--- config.mk ---
export PLATFORM = sky130hd
export DESIGN_NAME = cbe_collide
export DESIGN_NICKNAME = d
export VERILOG_FILES = /design/src/sv/cbe_pkg.sv /design/src/sv/cbe_collide.sv
export SDC_FILE = /design/constraint.sdc
export NUM_CORES = 2
export LEC_CHECK = 0
export BUFFER_PORTS_ARGS = -buffer_cell sky130_fd_sc_hd__buf_2
export CORE_MARGIN = 3
export CORE_UTILIZATION = 69
export CTS_BUF_LIST = sky130_fd_sc_hd__clkbuf_8
export DETAILED_ROUTE_END_ITERATION = 10
export HOLD_SLACK_MARGIN = 0.15
export PLACE_DENSITY = 0.89
export SKIP_LAST_GASP = 1
export SYNTH_ARGS = -nofsm -noshare
export SYNTH_HDL_FRONTEND = slang
export SYNTH_SLANG_ARGS = --single-unit
--- constraint.sdc ---
create_clock -name i_clk -period 14.8 [get_ports i_clk]
set_clock_uncertainty 0.1 [all_clocks]
set_input_delay 1.48 -clock i_clk [delete_from_list [all_inputs] [get_ports i_clk]]
set_output_delay 1.48 -clock i_clk [all_outputs]
set_load 0.02 [all_outputs]
--- src/sv/cbe_pkg.sv ---
package cbe_pkg;

    localparam int VALUE_W   = 32;
    localparam int FRAC_W    = 16;
    localparam int LEN_W     = 31;
    localparam int BF_FRAC   = 15;
    localparam int PROD_W    = VALUE_W + FRAC_W + 1;
    localparam int SAT_IN_W  = 40;
    localparam int CFG_IDX_W = 3;

    typedef logic signed [VALUE_W-1:0]  t_val;
    typedef logic        [FRAC_W-1:0]   t_frac;
    typedef logic        [LEN_W-1:0]    t_len;
    typedef logic signed [PROD_W-1:0]   t_prod;
    typedef logic signed [SAT_IN_W-1:0] t_wide;

    typedef enum logic [CFG_IDX_W-1:0] {
        CFG_GRAVITY_X    = 3'd0,
        CFG_GRAVITY_Y    = 3'd1,
        CFG_TIME_STEP    = 3'd2,
        CFG_WORLD_WIDTH  = 3'd3,
        CFG_WORLD_HEIGHT = 3'd4
    } t_cfg_idx;

    typedef struct packed {
        t_val  gravity_x;
        t_val  gravity_y;
        t_frac time_step;
        t_len  world_width;
        t_len  world_height;
    } t_cfg;

    localparam t_val  RST_GRAVITY_X    = 32'sd0;
    localparam t_val  RST_GRAVITY_Y    = 32'sd642253;
    localparam t_frac RST_TIME_STEP    = 16'd1092;
    localparam t_len  RST_WORLD_WIDTH  = 31'd52428800;
    localparam t_len  RST_WORLD_HEIGHT = 31'd39321600;

    // One body as it enters the block.
    typedef struct packed {
        t_val  pos_x;
        t_val  pos_y;
        t_val  vel_x;
        t_val  vel_y;
        t_len  radius;
        t_frac bounce;
    } t_body;

    // Integrated body plus the once-reflected velocities.
    typedef struct packed {
        t_val  pos_x;
        t_val  pos_y;
        t_val  vel_x;
        t_val  vel_y;
        t_val  rfl_x;
        t_val  rfl_y;
        t_len  radius;
        t_frac bounce;
    } t_mid;

    localparam t_wide SAT_MAX = t_wide'((64'sd1 <<< (VALUE_W - 1)) - 64'sd1);
    localparam t_wide SAT_MIN = t_wide'(-((64'sd1 <<< (VALUE_W - 1))));

    function automatic t_val sat_val(input t_wide v);
        t_val res;
        if (v > SAT_MAX) begin
            res = SAT_MAX[VALUE_W-1:0];
        end else if (v < SAT_MIN) begin
            res = SAT_MIN[VALUE_W-1:0];
        end else begin
            res = v[VALUE_W-1:0];
        end
        return res;
    endfunction

    // Signed value times an unsigned 16-bit fraction.
    function automatic t_prod mul_frac(input t_val v, input t_frac f);
        t_prod a;
        t_prod b;
        a = t_prod'(v);
        b = t_prod'($signed({1'b0, f}));
        return a * b;
    endfunction

    // Floor of a Q.16 product back to the value scale.
    function automatic t_wide scaled_dt(input t_prod p);
        return t_wide'(p >>> FRAC_W);
    endfunction

    // Floor of the negated Q1.15 product: the reflection before saturation.
    function automatic t_wide neg_q15(input t_prod p);
        logic signed [PROD_W:0] n;
        n = {p[PROD_W-1], p};
        n = -n;
        return t_wide'(n >>> BF_FRAC);
    endfunction

endpackage

--- src/sv/cbe_collide.sv ---
module cbe_collide (
    input  logic          i_clk,
    input  logic          i_rst_n,
    input  cbe_pkg::t_cfg i_cfg,
    input  logic          i_valid,
    output logic          o_ready,
    input  cbe_pkg::t_mid i_mid,
    output logic          o_valid,
    input  logic          i_ready,
    output cbe_pkg::t_val o_pos_x,
    output cbe_pkg::t_val o_pos_y,
    output cbe_pkg::t_val o_vel_x,
    output cbe_pkg::t_val o_vel_y
);

    // Stage 5: wall tests and the second reflection product.
    // Stage 6: second reflection, clamp and selection; this is the output register.
    logic r_s5_v, r_s6_v;
    logic en5, en6;

    cbe_pkg::t_mid  r_s5_mid;
    logic           r_s5_lo_x, n_s5_lo_x, r_s5_hi_x, n_s5_hi_x;
    logic           r_s5_lo_y, n_s5_lo_y, r_s5_hi_y, n_s5_hi_y;
    cbe_pkg::t_prod r_s5_m2x, n_s5_m2x, r_s5_m2y, n_s5_m2y;

    cbe_pkg::t_val  r_s6_pos_x, n_s6_pos_x, r_s6_pos_y, n_s6_pos_y;
    cbe_pkg::t_val  r_s6_vel_x, n_s6_vel_x, r_s6_vel_y, n_s6_vel_y;

    cbe_pkg::t_wide rad_w;
    cbe_pkg::t_wide lo_diff_x, lo_diff_y, hi_sum_x, hi_sum_y;
    cbe_pkg::t_val  rad_v, rfl2_x, rfl2_y;

    assign en6     = !r_s6_v || i_ready;
    assign en5     = !r_s5_v || en6;
    assign o_ready = en5;
    assign o_valid = r_s6_v;
    assign o_pos_x = r_s6_pos_x;
    assign o_pos_y = r_s6_pos_y;
    assign o_vel_x = r_s6_vel_x;
    assign o_vel_y = r_s6_vel_y;

    always_comb begin
        // All four tests look at the integrated position before any clamp.
        rad_w     = cbe_pkg::t_wide'(i_mid.radius);
        lo_diff_x = cbe_pkg::t_wide'(i_mid.pos_x) - rad_w;
        lo_diff_y = cbe_pkg::t_wide'(i_mid.pos_y) - rad_w;
        hi_sum_x  = cbe_pkg::t_wide'(i_mid.pos_x) + rad_w;
        hi_sum_y  = cbe_pkg::t_wide'(i_mid.pos_y) + rad_w;
        n_s5_lo_x = lo_diff_x[cbe_pkg::SAT_IN_W-1];
        n_s5_lo_y = lo_diff_y[cbe_pkg::SAT_IN_W-1];
        n_s5_hi_x = hi_sum_x > cbe_pkg::t_wide'(i_cfg.world_width);
        n_s5_hi_y = hi_sum_y > cbe_pkg::t_wide'(i_cfg.world_height);
        n_s5_m2x  = cbe_pkg::mul_frac(i_mid.rfl_x, i_mid.bounce);
        n_s5_m2y  = cbe_pkg::mul_frac(i_mid.rfl_y, i_mid.bounce);
    end

    always_comb begin
        rad_v  = cbe_pkg::t_val'(r_s5_mid.radius);
        rfl2_x = cbe_pkg::sat_val(cbe_pkg::neg_q15(r_s5_m2x));
        rfl2_y = cbe_pkg::sat_val(cbe_pkg::neg_q15(r_s5_m2y));

        // The far wall wins the position when both walls are hit.
        if (r_s5_hi_x) begin
            n_s6_pos_x = cbe_pkg::t_val'(i_cfg.world_width) - rad_v;
        end else if (r_s5_lo_x) begin
            n_s6_pos_x = rad_v;
        end else begin
            n_s6_pos_x = r_s5_mid.pos_x;
        end
        if (r_s5_hi_y) begin
            n_s6_pos_y = cbe_pkg::t_val'(i_cfg.world_height) - rad_v;
        end else if (r_s5_lo_y) begin
            n_s6_pos_y = rad_v;
        end else begin
            n_s6_pos_y = r_s5_mid.pos_y;
        end

        // Two hits reflect the velocity twice.
        if (r_s5_lo_x && r_s5_hi_x) begin
            n_s6_vel_x = rfl2_x;
        end else if (r_s5_lo_x || r_s5_hi_x) begin
            n_s6_vel_x = r_s5_mid.rfl_x;
        end else begin
            n_s6_vel_x = r_s5_mid.vel_x;
        end
        if (r_s5_lo_y && r_s5_hi_y) begin
            n_s6_vel_y = rfl2_y;
        end else if (r_s5_lo_y || r_s5_hi_y) begin
            n_s6_vel_y = r_s5_mid.rfl_y;
        end else begin
            n_s6_vel_y = r_s5_mid.vel_y;
        end
    end

    always_ff @(posedge i_clk) begin
        if (!i_rst_n) begin
            r_s5_v <= 1'b0;
            r_s6_v <= 1'b0;
        end else begin
            if (en5) begin
                r_s5_v <= i_valid;
            end
            if (en6) begin
                r_s6_v <= r_s5_v;
            end
        end
    end

    always_ff @(posedge i_clk) begin
        if (en5) begin
            r_s5_mid  <= i_mid;
            r_s5_lo_x <= n_s5_lo_x;
            r_s5_hi_x <= n_s5_hi_x;
            r_s5_lo_y <= n_s5_lo_y;
            r_s5_hi_y <= n_s5_hi_y;
            r_s5_m2x  <= n_s5_m2x;
            r_s5_m2y  <= n_s5_m2y;
        end
        if (en6) begin
            r_s6_pos_x <= n_s6_pos_x;
            r_s6_pos_y <= n_s6_pos_y;
            r_s6_vel_x <= n_s6_vel_x;
            r_s6_vel_y <= n_s6_vel_y;
        end
    end

endmodule

==> out/results.tsv <==
metric	value	unit
post-synthesis compound-gate area fraction	0.0902	
row cnt	110	
Place WS	5.29	ns
commonest cells in the netlist	inv_1 (1351), fa_1 (982), nand2_1 (689), and2_1 (484), ha_1 (482)	
Post-DP HPWL	126	mm
flops & latches, synth	455	
Required @ worst endpoint	15.16	ns
initial antenna violation count	12	
Yosys top cell area share	0.312	
ranking of synthesized cells by area	fa_1 (31%), edfxtp_1 (22%), ha_1 (9.6%)	
via count of the routed design	48505	
number of setup buffers added after CTS	0	
Synth Flop Type	edfxtp_1	
Setup TNS Final	0	ns
Worst-Skew Late Latency	0.74	ns
core area	0.0903	mm2
Layout area overhead	7.00	%
CP peak stage delay	0.63	ns
number of DRC markers in iteration 0	4555	
via/cell ratio	6.04	
Post-CTS Hold Buffers	0	
met2 Use GR	0.630	
Post-route DRC	0	
worst min path class	reg2reg	
all-layer global routing usage	0.359	
CP endpoint kind	register	
met1 Resource Use GR	0.417	
Tcrit/Tclk final	0.602	
largest buffer count on any clock path	3	
CP max FO	43	
Seq/Total Area, Yosys	0.217	
Avg WL per Cell	20.8	um
number of synthesis warnings	0	
clk root buf	clkbuf_8	
gr ovfl total	0	
Tightest Pin Transition	1.40	ns
Slew headroom	0.0618	
I/O Buffers	434	
htree depth	3	
cell with the most instances after synthesis	inv_1	
Synth Area in Adders	0.408	
met3 usage in global routing	0.0560	
cell taking the most area after synthesis	fa_1	
Cells after Synth	6503	
CP max stage cell	buf_4	
Reg clk slew, reported paths	0.06	ns
Post-Synth XOR/XNOR Area	0.0331	
Hold Vio Cnt, Final	0	
PostCTS Resize Cnt	0	
crit-path most repeated cell	fa_1	
main combinational cell family by area after synthesis	adder cells	
CTS tree	built	
Die Area	0.0949	mm2
Routed WL	167	mm
die width	308	um
placed inst area	0.0659	mm2
vias in the first global route	52307	
max-slew violations	0	
status	finished clean	
first-pass GRT wire length	266	mm
First-pass DRT Iterations	6	
Crit Path Class	in2reg	
mux cell area share after synthesis	0.0185	
final instance area	0.0674	mm2
I/O Pins	515	
Synth cell types	87	
type of origin of the critical path	primary input	
asr flop ratio synth	0	
fin worst setup slack	5.89	ns
Simple-Gate Fraction of Synth Area	0.137	
fin crit period	8.91	ns
number of enable flip-flop cells after synthesis	453	
fmax	112	MHz
largest net degree at the start of global routing	86	
WP data arrival	9.27	ns
max cap viols	0	
post-route ant nets	0	
GPL Wtd Cong	0.958	
final net count	8638	
layout cells sized above 1	0.0899	
GR peak layer	met2	
initial core utilization	0.698	
endpoints failing setup	0	
Filler Cell Count	5926	
Synth Net Count	8352	
synthesized cell area	0.0630	mm2
mean area per synthesized cell	9.69	um2
CTS Buf Count	74	
Die H	308	um
Num Clock Sinks	455	
unrepaired setup endpoints after global routing	false	
-- metrics by stage --
stage	hold slack, ns	utilization	std cells
after detailed placement	0.470	0.730	7889
after CTS	0.484	0.746	8020
after global routing	0.513	0.746	8028
after global placement	0.437	0.730	7889
after floorplan	0.363	-	6503
final	0.484	0.746	8033
-- flip-flops by register name, indices dropped and copies added, names as in the netlist --
name       flops
r_s5_lo_y      1
r_s5_hi_y      1
r_s5_m2x      49
o_vel_y       32
r_s5_mid     223
o_vel_x       32
r_s5_hi_x      1
r_s5_lo_x      1
o_pos_x       32
o_valid        1
r_s5_m2y      49
o_pos_y       32
r_s5_v         1
-- final timing paths --
| check | startpoint | endpoint | slack [ns] | depth (start not counted) |
|---|---|---|---|---|
| min | r_s5_mid[74] | o_vel_y[27] | 0.48 | 2 |
| max reg2reg | r_s5_mid[18] | o_pos_y[30] | 10.11 | 13 |
| max | i_mid[9] | r_s5_m2y[47] | 5.89 | 26 |
| min reg2reg | r_s5_mid[74] | o_vel_y[27] | 0.48 | 2 |
-- metal layers --
metal / vias up / wire, um
li1: 21173 / -
met1: 23924 / 57700
met2: 2637 / 84700
met3: 769 / 14100
met4: 2 / 10600
met5: - / 13
-- area by class of cell --
type,count,area [um2],share of cell area
antenna,13,32.5,0.000483
clock buffer,78,1070,0.0159
clock inverter,53,382,0.00566
inverter,1352,5080,0.0753
multi-input combinational,4438,43300,0.642
sequential,455,13600,0.202
tap,1176,1470,0.0218
timing repair buffer,468,2430,0.0361
-- critical path, delay by kind of cell --
family	cells	cell delay (ns)
fa+ha+maj	7	3.33
compound gates	10	2.80
buf+inv	7	1.37
simple gates	1	0.15
xor+xnor	1	0.08
-- cell usage in the layout (no fill, tap or decap), types with 75 or more instances in the layout --
cell type	synthesis	layout
inv_1	1351	1373
fa_1	982	982
nand2_1	689	688
and2_1	484	484
ha_1	482	482
edfxtp_1	453	453
buf_2	5	433
a21oi_1	239	239
o21ai_0	211	211
nor2_1	206	205
xnor2_1	163	163
mux2i_1	111	111
a21o_1	105	105
clkbuf_8	0	78
xor2_1	75	75
-- kinds of logic after synthesis --
family | after synthesis
adder cells (fa/ha/maj) | 1464
AO/OA/AOI/OAI | 882
XOR/XNOR | 238
multiplexers | 116
AND/OR/NAND/NOR | 1738
flip-flops | 455
buffers and inverters | 1610
Power is left out: the tool's default activity adds up to more than one toggle a clock period on the data nets, which glitch-free logic cannot reach.
