==> src/sv/cbe_pkg.sv <==
package cbe_pkg;

    localparam int VALUE_W   = 32;
    localparam int FRAC_W    = 16;
    localparam int LEN_W     = 31;
    localparam int BF_FRAC   = 15;
    localparam int PROD_W    = VALUE_W + FRAC_W + 1;
    localparam int SAT_IN_W  = 40;
    localparam int CFG_IDX_W = 3;

    typedef logic signed [VALUE_W-1:0]  t_val;
    typedef logic        [FRAC_W-1:0]   t_frac;
    typedef logic        [LEN_W-1:0]    t_len;
    typedef logic signed [PROD_W-1:0]   t_prod;
    typedef logic signed [SAT_IN_W-1:0] t_wide;

    typedef enum logic [CFG_IDX_W-1:0] {
        CFG_GRAVITY_X    = 3'd0,
        CFG_GRAVITY_Y    = 3'd1,
        CFG_TIME_STEP    = 3'd2,
        CFG_WORLD_WIDTH  = 3'd3,
        CFG_WORLD_HEIGHT = 3'd4
    } t_cfg_idx;

    typedef struct packed {
        t_val  gravity_x;
        t_val  gravity_y;
        t_frac time_step;
        t_len  world_width;
        t_len  world_height;
    } t_cfg;

    localparam t_val  RST_GRAVITY_X    = 32'sd0;
    localparam t_val  RST_GRAVITY_Y    = 32'sd642253;
    localparam t_frac RST_TIME_STEP    = 16'd1092;
    localparam t_len  RST_WORLD_WIDTH  = 31'd52428800;
    localparam t_len  RST_WORLD_HEIGHT = 31'd39321600;

    // One body as it enters the block.
    typedef struct packed {
        t_val  pos_x;
        t_val  pos_y;
        t_val  vel_x;
        t_val  vel_y;
        t_len  radius;
        t_frac bounce;
    } t_body;

    // Integrated body plus the once-reflected velocities.
    typedef struct packed {
        t_val  pos_x;
        t_val  pos_y;
        t_val  vel_x;
        t_val  vel_y;
        t_val  rfl_x;
        t_val  rfl_y;
        t_len  radius;
        t_frac bounce;
    } t_mid;

    localparam t_wide SAT_MAX = t_wide'((64'sd1 <<< (VALUE_W - 1)) - 64'sd1);
    localparam t_wide SAT_MIN = t_wide'(-((64'sd1 <<< (VALUE_W - 1))));

    function automatic t_val sat_val(input t_wide v);
        t_val res;
        if (v > SAT_MAX) begin
            res = SAT_MAX[VALUE_W-1:0];
        end else if (v < SAT_MIN) begin
            res = SAT_MIN[VALUE_W-1:0];
        end else begin
            res = v[VALUE_W-1:0];
        end
        return res;
    endfunction

    // Signed value times an unsigned 16-bit fraction.
    function automatic t_prod mul_frac(input t_val v, input t_frac f);
        t_prod a;
        t_prod b;
        a = t_prod'(v);
        b = t_prod'($signed({1'b0, f}));
        return a * b;
    endfunction

    // Floor of a Q.16 product back to the value scale.
    function automatic t_wide scaled_dt(input t_prod p);
        return t_wide'(p >>> FRAC_W);
    endfunction

    // Floor of the negated Q1.15 product: the reflection before saturation.
    function automatic t_wide neg_q15(input t_prod p);
        logic signed [PROD_W:0] n;
        n = {p[PROD_W-1], p};
        n = -n;
        return t_wide'(n >>> BF_FRAC);
    endfunction

endpackage

==> src/sv/cbe_cfg_regs.sv <==
module cbe_cfg_regs (
    input  logic                             i_clk,
    input  logic                             i_rst_n,
    input  logic                             i_cfg_valid,
    output logic                             o_cfg_ready,
    input  logic [cbe_pkg::CFG_IDX_W-1:0]    i_cfg_index,
    input  logic [cbe_pkg::VALUE_W-1:0]      i_cfg_data,
    output cbe_pkg::t_cfg                    o_cfg
);

    cbe_pkg::t_cfg r_cfg;
    cbe_pkg::t_cfg n_cfg;

    assign o_cfg_ready = 1'b1;
    assign o_cfg       = r_cfg;

    always_comb begin
        n_cfg = r_cfg;
        if (i_cfg_valid) begin
            case (cbe_pkg::t_cfg_idx'(i_cfg_index))
                cbe_pkg::CFG_GRAVITY_X: begin
                    n_cfg.gravity_x = i_cfg_data;
                end
                cbe_pkg::CFG_GRAVITY_Y: begin
                    n_cfg.gravity_y = i_cfg_data;
                end
                cbe_pkg::CFG_TIME_STEP: begin
                    n_cfg.time_step = i_cfg_data[cbe_pkg::FRAC_W-1:0];
                end
                cbe_pkg::CFG_WORLD_WIDTH: begin
                    n_cfg.world_width = i_cfg_data[cbe_pkg::LEN_W-1:0];
                end
                cbe_pkg::CFG_WORLD_HEIGHT: begin
                    n_cfg.world_height = i_cfg_data[cbe_pkg::LEN_W-1:0];
                end
                default: begin
                end
            endcase
        end
    end

    always_ff @(posedge i_clk) begin
        if (!i_rst_n) begin
            r_cfg.gravity_x    <= cbe_pkg::RST_GRAVITY_X;
            r_cfg.gravity_y    <= cbe_pkg::RST_GRAVITY_Y;
            r_cfg.time_step    <= cbe_pkg::RST_TIME_STEP;
            r_cfg.world_width  <= cbe_pkg::RST_WORLD_WIDTH;
            r_cfg.world_height <= cbe_pkg::RST_WORLD_HEIGHT;
        end else begin
            r_cfg <= n_cfg;
        end
    end

endmodule

==> config.mk <==
export PLATFORM = sky130hd
export DESIGN_NAME = cbe_cfg_regs
export DESIGN_NICKNAME = d
export VERILOG_FILES = /design/src/sv/cbe_pkg.sv /design/src/sv/cbe_cfg_regs.sv
export SDC_FILE = /design/constraint.sdc
export NUM_CORES = 1
export LEC_CHECK = 0
export ABC_AREA = 1
export BUFFER_PORTS_ARGS = -buffer_cell sky130_fd_sc_hd__buf_2
export CORE_ASPECT_RATIO = 1.5
export CORE_UTILIZATION = 57
export CTS_BUF_LIST = sky130_fd_sc_hd__clkbuf_4
export DETAILED_ROUTE_END_ITERATION = 10
export PLACE_DENSITY = 0.88
export REMOVE_ABC_BUFFERS = 1
export SYNTH_ARGS = -nofsm -noshare
export SYNTH_HDL_FRONTEND = slang
export SYNTH_SLANG_ARGS = --single-unit
==> constraint.sdc <==
create_clock -name i_clk -period 1.35 [get_ports i_clk]
set_input_delay 0 -clock i_clk [delete_from_list [all_inputs] [get_ports i_clk]]
set_output_delay 0 -clock i_clk [all_outputs]
set_load 0.05 [all_outputs]
==> reports/qor.txt, run 1 <==
Critical Path Fanout Max: 81
Commonest cells after routing, fill and taps aside: nor2_1, buf_2, nand2_1
Dominant cells by area after synthesis: dfxtp_1, nor2_1, nand3_1, nand2_1, inv_1
Initial antenna violation count: 0
Final Instance Area: 7340 um^2
Worst slack at placement: 273 ps
Most used cell, CP: dlygate4sd3_1
Synth top area share: 50.5%
Distinct cell type count after synthesis: 15
Worst EP arrival: 1750 ps
Dpl cells: 1,058
Routed vias/inst: 5.31
CP startpoint kind: input pin
CORE AREA: 9630 um^2
Starting Density: 58.4%
Worst setup margin: 15.2 ps
Fraction of met1 tracks used by global routing: 37.3%
Max cap viols: 0
CP peak stage delay: 590 ps
Syn_area_per_cell: 7.02 um^2
CTS clk-pin slew, worst paths: 120 ps
Tmin final: 1330 ps
Die area: 10,300 um^2
Non-Filler Instances: 1,134
Row count: 44
Die W: 83.1 um
Kind of end point of the critical path: flip-flop
GRT met2 Usage: 56.6%
First drt pass iteration count: 5
DP HPWL: 9850 um
Critical Path RT: 1760 ps
CP Class: input pin to flip-flop
WP buf/inv: 4
Count of final max-slew check failures: 0
Layout Skew: 0 ps
Ys Warns: 0
CTS Root Cell: clkbuf_4
TNS Setup: 0 ps
CTS tree: built
Routed vias: 6,027
Detail Route Antenna Nets: 0
Drt total wl: 16,900 um
Outcome: completed
RSZ-0062 raised after global routing: no
Number of flip-flops in the largest register: 142
Number of global-route vias before repair: 5,365
Port bufs: 179
First-pass GRT wire length: 26,500 um
Number of synthesized register bits: 142
Worst-Skew Late Latency: 520 ps
Gr usage total: 32.6%
# DRC: 0
CTS sink cnt: 142
Met3 Use GR: 6.23%
Fraction of layout cells with a size suffix above 1: 23.4%
Area after DPL: 6620 um^2
DR iter-0 viols: 564
Cell area after synthesis: 5630 um^2
TritonCTS Buffers: 17
Final hold violation count: 0
Largest net degree at the start of global routing: 82
# H-tree levels: 4
I/O pins: 181
Syn-to-layout area delta: 30.5%
Final GP Congestion: 0.809
Post-Synthesis Cells: 802
Busiest layer in global routing: met2
GRT overflow: 0
Leak: 3.67 nW
Min-delay worst type: input pin to flip-flop
Critical Path Slowest Stage Cell: dlygate4sd3_1
Synth area leader: dfxtp_1
Most common cell after layout, fill and taps aside: nor2_1
Die extent in y: 124 um
Crit-path cells: dlygate4sd3_1, buf_4, buf_16, nand3_1, dlygate4sd3_1
PD cells: 1180 nW/um^2
Maximum VDD drop: 0.000778 V
Nets: 1,044
Setup violations, final: 0
Drt wl/cell: 14.9 um
Fin crit share: 98.9%
Clk buf depth: 2
Post-CTS Setup Inserts: 0
Register area share after synthesis: 50.5%
Max Fclk: 749 MHz
CP top delay family: buffers and inverters
-- through the flow --
step           util, %  hold slack, ps  total power [W]
5_1_grt           76.2            97.5          0.00900
4_1_cts           76.1            52.7          0.00867
3_5_place_dp      68.7             223          0.00594
2_1_floorplan        -            84.6          0.00546
3_3_place_gp      68.7             214          0.00592
6_report          76.2            91.4          0.00869
-- kinds of logic after synthesis --
kind of cell,count (synthesis),share of synthesized area [%]
DFF,142,50.5
other,1,0.0666
and+or+nand+nor,566,41.5
buffers and inverters,93,7.91
-- tightest hold or removal path, delay by kind of cell --
family                 cells  cell delay, ps
buffers and inverters      2             320
AND/OR/NAND/NOR            4             280
-- synthesized netlist by cell type, drive strengths merged --
cell type	instances
nand2	173
dfxtp	142
clkbuf	10
inv	38
nand3	142
nor2	251
buf	45
conb	1
-- report_power, final --
group          internal [W]  leakage [nW]  total, W  switching, W
logic              0.000440          2.37   0.00156       0.00112
clock network       0.00130         0.154   0.00272       0.00142
registers           0.00434          1.16   0.00441     0.0000774
total               0.00607          3.67   0.00869       0.00262
-- layout make-up --
type / count / area [um^2]
Antenna cell: 1 / 2.50
Clock buffer: 20 / 150
Clock inverter: 11 / 124
Fill cell: 711 / 2290
Inverter: 38 / 143
Multi-Input combinational cell: 567 / 2350
Sequential cell: 142 / 2840
Tap cell: 115 / 144
Timing Repair Buffer: 240 / 1590
-- repair_timing --
action | 4_1_cts | 5_1_grt
resized for setup | 0 | 1
endpoints found under the setup margin | 0 | 1
endpoints found under the hold margin | 142 | 0
hold buffers | 44 | 0
-- worst paths after layout --
kind	start	end	cells past startpoint	slack [ps]
hold reg to reg	o_cfg[56]	o_cfg[56]	2	460
setup reg to reg	o_cfg[81]	o_cfg[81]	3	130
hold / removal	i_cfg_index[1]	o_cfg[82]	6	90
setup / recovery	i_rst_n	o_cfg[81]	5	20
-- metal layers --
layer	routed length (um)	part of all wire, %
met1	6250	37
met2	8690	51
met3	1160	6.9
met4	790	4.7
met5	0	0
No activity file was read; power rests on OpenSTA's default activity.
==> run 2: changes to the inputs <==
==> config.mk (replaced) <==
export PLATFORM = sky130hd
export DESIGN_NAME = cbe_cfg_regs
export DESIGN_NICKNAME = d
export VERILOG_FILES = /design/src/sv/cbe_pkg.sv /design/src/sv/cbe_cfg_regs.sv
export SDC_FILE = /design/constraint.sdc
export NUM_CORES = 1
export LEC_CHECK = 0
export ABC_AREA = 0
export BUFFER_PORTS_ARGS = -buffer_cell sky130_fd_sc_hd__clkbuf_2
export CORE_ASPECT_RATIO = 1.5
export CORE_UTILIZATION = 56
export CTS_BUF_LIST = sky130_fd_sc_hd__clkbuf_4
export DETAILED_ROUTE_END_ITERATION = 10
export PLACE_DENSITY = 0.87
export REMOVE_ABC_BUFFERS = 1
export SETUP_SLACK_MARGIN = 0.2
export SYNTH_ARGS = -nofsm -noshare
export SYNTH_HDL_FRONTEND = slang
export SYNTH_SLANG_ARGS = --single-unit
==> reports/qor.txt, run 2 <==
Outcome: completed (unchanged)
TNS Setup: 0 ps (unchanged)
Synth top area share: 52.4% (was 50.5%)
CP Class: input pin to flip-flop (unchanged)
Critical Path RT: 1810 ps (was 1760 ps)
Largest net degree at the start of global routing: 58 (was 82)
Dpl cells: 783 (was 1,058)
Synth cell count leaders: nand2_1, dfxtp_1, mux2i_1 (was nor2_1, nand2_1, dfxtp_1, nand3_1, inv_1)
Number of synthesized register bits: 142 (unchanged)
CTS sink cnt: 142 (unchanged)
Asr flop ratio synth: 0% (unchanged)
Number of flip-flops in the largest register: 142 (unchanged)
Distinct cell type count after synthesis: 16 (was 15)
DP HPWL: 8760 um (was 9850 um)
Die extent in y: 123 um (was 124 um)
Detail Route Antenna Nets: 0 (unchanged)
Port bufs: 179 (unchanged)
Syn_area_per_cell: 10.4 um^2 (was 7.02 um^2)
GRT overflow: 0 (unchanged)
First drt pass iteration count: 5 (unchanged)
Nets: 769 (was 1,044)
Filler cell count: 377 (was 711)
Post-Synthesis Cells: 520 (was 802)
CTS Root Cell: clkbuf_4 (unchanged)
CTS clk-pin slew, worst paths: 120 ps (about the same)
Ys Warns: 0 (unchanged)
# DRC: 0 (unchanged)
TritonCTS Buffers: 17 (unchanged)
Final GP Congestion: 0.789 (was 0.809)
Max cap viols: 0 (unchanged)
Starting Density: 58.3% (was 58.4%)
Layout Skew: 0 ps (unchanged)
RSZ-0062 raised after global routing: no (unchanged)
I/O pins: 181 (unchanged)
Dominant cells by area after synthesis: dfxtp_1, mux2i_1, nand2_1, nor2b_1, buf_6 (was dfxtp_1, nor2_1, nand3_1, nand2_1, inv_1)
Fin crit share: 88.5% (was 98.9%)
Die area: 10,100 um^2 (was 10,300 um^2)
Synth area leader: dfxtp_1 (unchanged)
Number of global-route vias before repair: 4,848 (was 5,365)
Rel. slew slack: 63.4%
Setup violations, final: 0 (unchanged)
Leak: 3.81 nW (was 3.67 nW)
Gr usage total: 32.8% (was 32.6%)
Drt wl/cell: 21.1 um (was 14.9 um)
Kind of end point of the critical path: flip-flop (unchanged)
DR iter-0 viols: 231 (was 564)
Area of the multi-input gates: 2340 um^2 (was 2350 um^2)
Drt total wl: 18,100 um (was 16,900 um)
Routed vias: 4,738 (was 6,027)
Worst-Skew Late Latency: 540 ps (was 520 ps)
CP startpoint kind: input pin (unchanged)
Max Fclk: 837 MHz (was 749 MHz)
Reg area: 2980 um^2 (was 2840 um^2)
Row count: 43 (was 44)
Critical Path Fanout Max: 16 (was 81)
Count of final max-slew check failures: 0 (unchanged)
Initial antenna violation count: 1 (was 0)
Register area share after synthesis: 52.4% (was 50.5%)
Most frequent cell after synthesis: nand2_1 (was nor2_1)
Final hold violation count: 0 (unchanged)
Routed vias/inst: 5.53 (was 5.31)
Worst EP arrival: 1660 ps (was 1750 ps)
Min-delay worst type: input pin to flip-flop (unchanged)
Tmin final: 1190 ps (was 1330 ps)
Most common cell after layout, fill and taps aside: nand2_1 (was nor2_1)
Number of synthesized flops with an enable pin: 0 (unchanged)
Non-Filler Instances: 857 (was 1,134)
Fraction of layout cells with a size suffix above 1: 45.7% (was 23.4%)
Clk buf depth: 2 (unchanged)
First-pass GRT wire length: 24,000 um (was 26,500 um)
Die W: 82.4 um (was 83.1 um)
PD cells: 1030 nW/um^2 (was 1180 nW/um^2)
Syn-to-layout area delta: 53.4% (was 30.5%)
# H-tree levels: 4 (unchanged)
Cell area after synthesis: 5430 um^2 (was 5630 um^2)
CORE AREA: 9310 um^2 (was 9630 um^2)
Main synth FF type: dfxtp_1 (unchanged)
CTS tree: built (unchanged)
Worst slew pin tran: 550 ps
Commonest cells after routing, fill and taps aside: nand2_1, mux2i_1, dfxtp_2 (was nor2_1, buf_2, nand2_1)
Maximum VDD drop: 0.00104 V (was 0.000778 V)
run 2: cell count changes in the layout (fill, tap and decap cells not counted), sizes merged, moves of 20 or more:
| cell | delta |
|---|---|
| inv | -37 |
| buf | -104 |
| mux2i | +142 |
| clkbuf | +101 |
| nand3 | -142 |
| nor2b | +37 |
| nor2 | -251 |
| nand2 | -20 |
run 2: layer usage:
layer | vias to the layer above | global-route usage (%) | routed length [um] | part of all wire [%]
met5 | - | 0 | 0 | 0
met4 | 0 | 24.6 | 1190 | 6.6
met3 | 81 | 8.18 | 1070 | 5.9
met2 | 236 | 58.7 | 9740 | 54
met1 | 2283 | 30.9 | 6120 | 34
li1 | 2138 | - | - | -
run 2: cells by family (layout without fill, tap and decap cells):
family / after synthesis / after routing / share of synthesized area [%]
buffers and inverters: 38 / 262 / 4.91
flip-flops: 142 / 142 / 52.4
multiplexers: 142 / 142 / 26.2
other: 1 / 2 / 0.0691
AND/OR/NAND/NOR: 197 / 197 / 16.5
run 2: timing repair:
| action | 4_1_cts | 5_1_grt |
|---|---|---|
| setup endpoints to repair | 142 | 191 |
| resized for setup | 221 | 247 |
| hold buffers | 34 | 0 |
| pin swaps | 0 | 1 |
| setup buffers | 0 | 4 |
| cloned | 0 | 3 |
| hold endpoints to repair | 142 | 0 |
run 2: worst paths after layout:
| check | start | to | slack [ps] | cells after the start |
|---|---|---|---|---|
| hold / removal | i_cfg_index[0] | o_cfg[20] | 50 | 3 |
| setup / recovery | i_cfg_valid | o_cfg[138] | 160 | 6 |
| setup reg to reg | o_cfg[82] | o_cfg[82] | 510 | 3 |
| hold reg to reg | o_cfg[37] | o_cfg[37] | 470 | 2 |
run 2: layout make-up:
type	count	area share [%]
Antenna cell	1	0.0301
Clock buffer	17	1.53
Clock inverter	15	2.34
Multi-Input combinational cell	340	28.1
Sequential cell	142	35.8
Tap cell	112	1.68
Timing Repair Buffer	230	30.4
run 2: through the flow:
stage	util (%)	cell area [um^2]	setup slack, ps	hold slack [ps]	power (W)
3_3_place_gp	68.4	6370	262	254	0.00529
3_5_place_dp	68.4	6370	211	287	0.00532
2_1_floorplan	-	5160	-3650	148	0.00500
5_1_grt	89.4	8320	156	2.62	0.00888
4_1_cts	84.6	7870	154	0.398	0.00843
6_report	89.4	8320	156	53.0	0.00860
run 2: critical path: stages:
cell	delay, ps
dlygate4sd3_1	530
buf_2	190
nor4b_4	220
buf_4	190
buf_8	240
mux2i_1	260
run 2: report_power, final:
| part | switching [W] | total (W) | internal, W | leakage, nW |
|---|---|---|---|---|
| registers | 0.0000740 | 0.00437 | 0.00429 | 1.19 |
| clock network | 0.00161 | 0.00307 | 0.00146 | 0.163 |
| logic | 0.000708 | 0.00116 | 0.000457 | 2.46 |
==> run 3: changes to the inputs <==
--- a/config.mk
+++ b/config.mk
@@ -9,7 +9,7 @@
 export BUFFER_PORTS_ARGS = -buffer_cell sky130_fd_sc_hd__clkbuf_2
 export CORE_ASPECT_RATIO = 1.5
 export CORE_UTILIZATION = 56
-export CTS_BUF_LIST = sky130_fd_sc_hd__clkbuf_4
+export CTS_BUF_LIST = sky130_fd_sc_hd__clkbuf_8
 export DETAILED_ROUTE_END_ITERATION = 10
 export PLACE_DENSITY = 0.87
 export REMOVE_ABC_BUFFERS = 1
==> reports/qor.txt, run 3 (same netlist as run 2, synthesis figures left out) <==
Final Instance Area: 7160 um^2 (was 8320 um^2)
Max cap viols: 0 (unchanged)
CTS Root Cell: clkbuf_8 (was clkbuf_4)
Setup violations, final: 0 (unchanged)
Tot Pwr: 0.00902 W (was 0.00860 W)
TNS Setup: 0 ps (unchanged)
Commonest cells after routing, fill and taps aside: clkbuf_2, nand2_1, mux2i_1, dfxtp_1, nor2b_1 (was nand2_1, mux2i_1, dfxtp_2)
Clk buf depth: 2 (unchanged)
Seq pwr share: 48.0% (was 50.8%)
Starting Density: 58.3% (unchanged)
Min-delay worst type: input pin to flip-flop (unchanged)
HP Start: i_rst_n (was i_cfg_index[0])
Worst EP arrival: 1100 ps (was 1660 ps)
Worst Setup SP: o_cfg[123] (was i_cfg_valid)
# H-tree levels: 4 (unchanged)
Leak: 3.48 nW (was 3.81 nW)
Number of global-route vias before repair: 4,481 (was 4,848)
Clock share of power: 41.1% (was 35.7%)
Syn-to-layout area delta: 31.9% (was 53.4%)
Largest net degree at the start of global routing: 58 (unchanged)
Layout Skew: 0 ps (unchanged)
Nets: 762 (was 769)
RSZ-0062 raised after global routing: no (unchanged)
# DRC: 0 (unchanged)
Internal power: 0.00672 W (was 0.00621 W)
Fin crit share: 81.2% (was 88.5%)
Reg-to-Reg Start: o_cfg[54] (was o_cfg[82])
Net Switching: 0.00231 W (was 0.00239 W)
DP HPWL: 8760 um (unchanged)
First-pass GRT wire length: 20,700 um (was 24,000 um)
I/O pins: 181 (unchanged)
PD cells: 1260 nW/um^2 (was 1030 nW/um^2)
Critical Path RT: 1350 ps (was 1810 ps)
Crit-path cells: clkbuf_2 (was dlygate4sd3_1, buf_2, nor4b_4, buf_4, buf_8, mux2i_1)
Number of flip-flops in the largest register: 142 (unchanged)
Drt total wl: 13,600 um (was 18,100 um)
Combinational Power Share: 10.9% (was 13.5%)
R2R Path End: o_cfg[54] (was o_cfg[82])
Gr usage total: 27.5% (was 32.8%)
Routed vias: 4,451 (was 4,738)
GRT overflow: 0 (unchanged)
Worst slew pin tran: 535 ps (was 550 ps)
Max Fclk: 913 MHz (was 837 MHz)
Area after DPL: 6370 um^2 (unchanged)
Critical Path Stages: 1 (was 6)
Port bufs: 179 (unchanged)
Worst setup path end: o_cfg[123] (was o_cfg[138])
Detail Route Antenna Nets: 0 (unchanged)
Initial antenna violation count: 0 (was 1)
WP buf/inv: 1 (was 4)
Tmin final: 1100 ps (was 1190 ps)
CP startpoint kind: flip-flop (was input pin)
Routed vias/inst: 5.24 (was 5.53)
Critical Path Fanout Max: 2 (was 16)
CTS tree: built (unchanged)
Drt wl/cell: 16.0 um (was 21.1 um)
Row count: 43 (unchanged)
Kind of end point of the critical path: output port (was flip-flop)
First drt pass iteration count: 4 (was 5)
Outcome: completed (unchanged)
Worst-Skew Late Latency: 430 ps (was 540 ps)
Fraction of layout cells with a size suffix above 1: 30.4% (was 45.7%)
Count of final max-slew check failures: 0 (unchanged)
CORE AREA: 9310 um^2 (unchanged)
CP peak stage delay: 370 ps (was 530 ps)
DR iter-0 viols: 173 (was 231)
CTS clk-pin slew, worst paths: 80 ps (was 120 ps)
Fin Hold WS: 25.1 ps (was 53.0 ps)
CTS sink cnt: 142 (unchanged)
Antenna diodes: 0 (was 1)
Final hold violation count: 0 (unchanged)
Maximum VDD drop: 0.000966 V (was 0.00104 V)
Flop2flop setup slack: 590 ps (was 510 ps)
Most common cell after layout, fill and taps aside: clkbuf_2 (was nand2_1)
Critical Path Slowest Stage Cell: dfxtp_1 (was dlygate4sd3_1)
Rel. slew slack: 64.3% (was 63.4%)
CP Class: flip-flop to output port (was input pin to flip-flop)
Final GP Congestion: 0.789 (unchanged)
CP top delay family: flip-flops (was buffers and inverters)
Sw Share: 25.6% (was 27.8%)
Die area: 10,100 um^2 (unchanged)
Die extent in y: 123 um (unchanged)
TritonCTS Buffers: 17 (unchanged)
Die W: 82.4 um (unchanged)
Worst r2r path cells: 2 (was 3)
[run 3: worst min path at each step]
stage                             to  slack, ps  cells after the start
final                      o_cfg[32]         30                      3
after global routing       o_cfg[63]         20                      3
after CTS                 o_cfg[111]          7                      3
after detailed placement   o_cfg[92]        290                      3
after global placement    o_cfg[109]        250                      3
after floorplan           o_cfg[100]        150                      2
[run 3: what timing repair did]
action / CTS / global route
hold buffers: 34 / 0
setup buffers: 0 / 0
endpoints found under the hold margin: 142 / 0
setup endpoints to repair: 0 / 1
gates resized for setup: 0 / 1
[run 3: power groups by stage]
stage / clock, W / sequential (W) / combinational, W
4_1_cts: 0.00377 / 0.00433 / 0.000978
3_5_place_dp: 0 / 0.00443 / 0.000894
2_1_floorplan: 0 / 0.00474 / 0.000253
6_report: 0.00371 / 0.00433 / 0.000983
5_1_grt: 0.00398 / 0.00434 / 0.00104
3_3_place_gp: 0 / 0.00442 / 0.000872
[run 3: layout make-up]
class	count	area, um^2
Sequential cell	142	2840
Timing Repair Buffer	223	1390
Fill cell	594	2150
Clock buffer	19	262
Clock inverter	13	188
Multi-Input combinational cell	340	2340
Tap cell	112	140
[run 3: per-stage QoR]
step / setup slack, ps / std cells / utilization [%]
floorplan: -3650 / 482 / -
global placement: 262 / 783 / 68.4
detailed placement: 211 / 783 / 68.4
CTS: 228 / 849 / 76.9
global route: 201 / 849 / 76.9
finish: 254 / 849 / 76.9
[run 3: per-layer routing]
metal  routed length [um]  GRT usage [%]
met1                 5030           27.1
met2                 7280           49.0
met5                    0              0
met4                  654           17.7
met3                  610           7.73
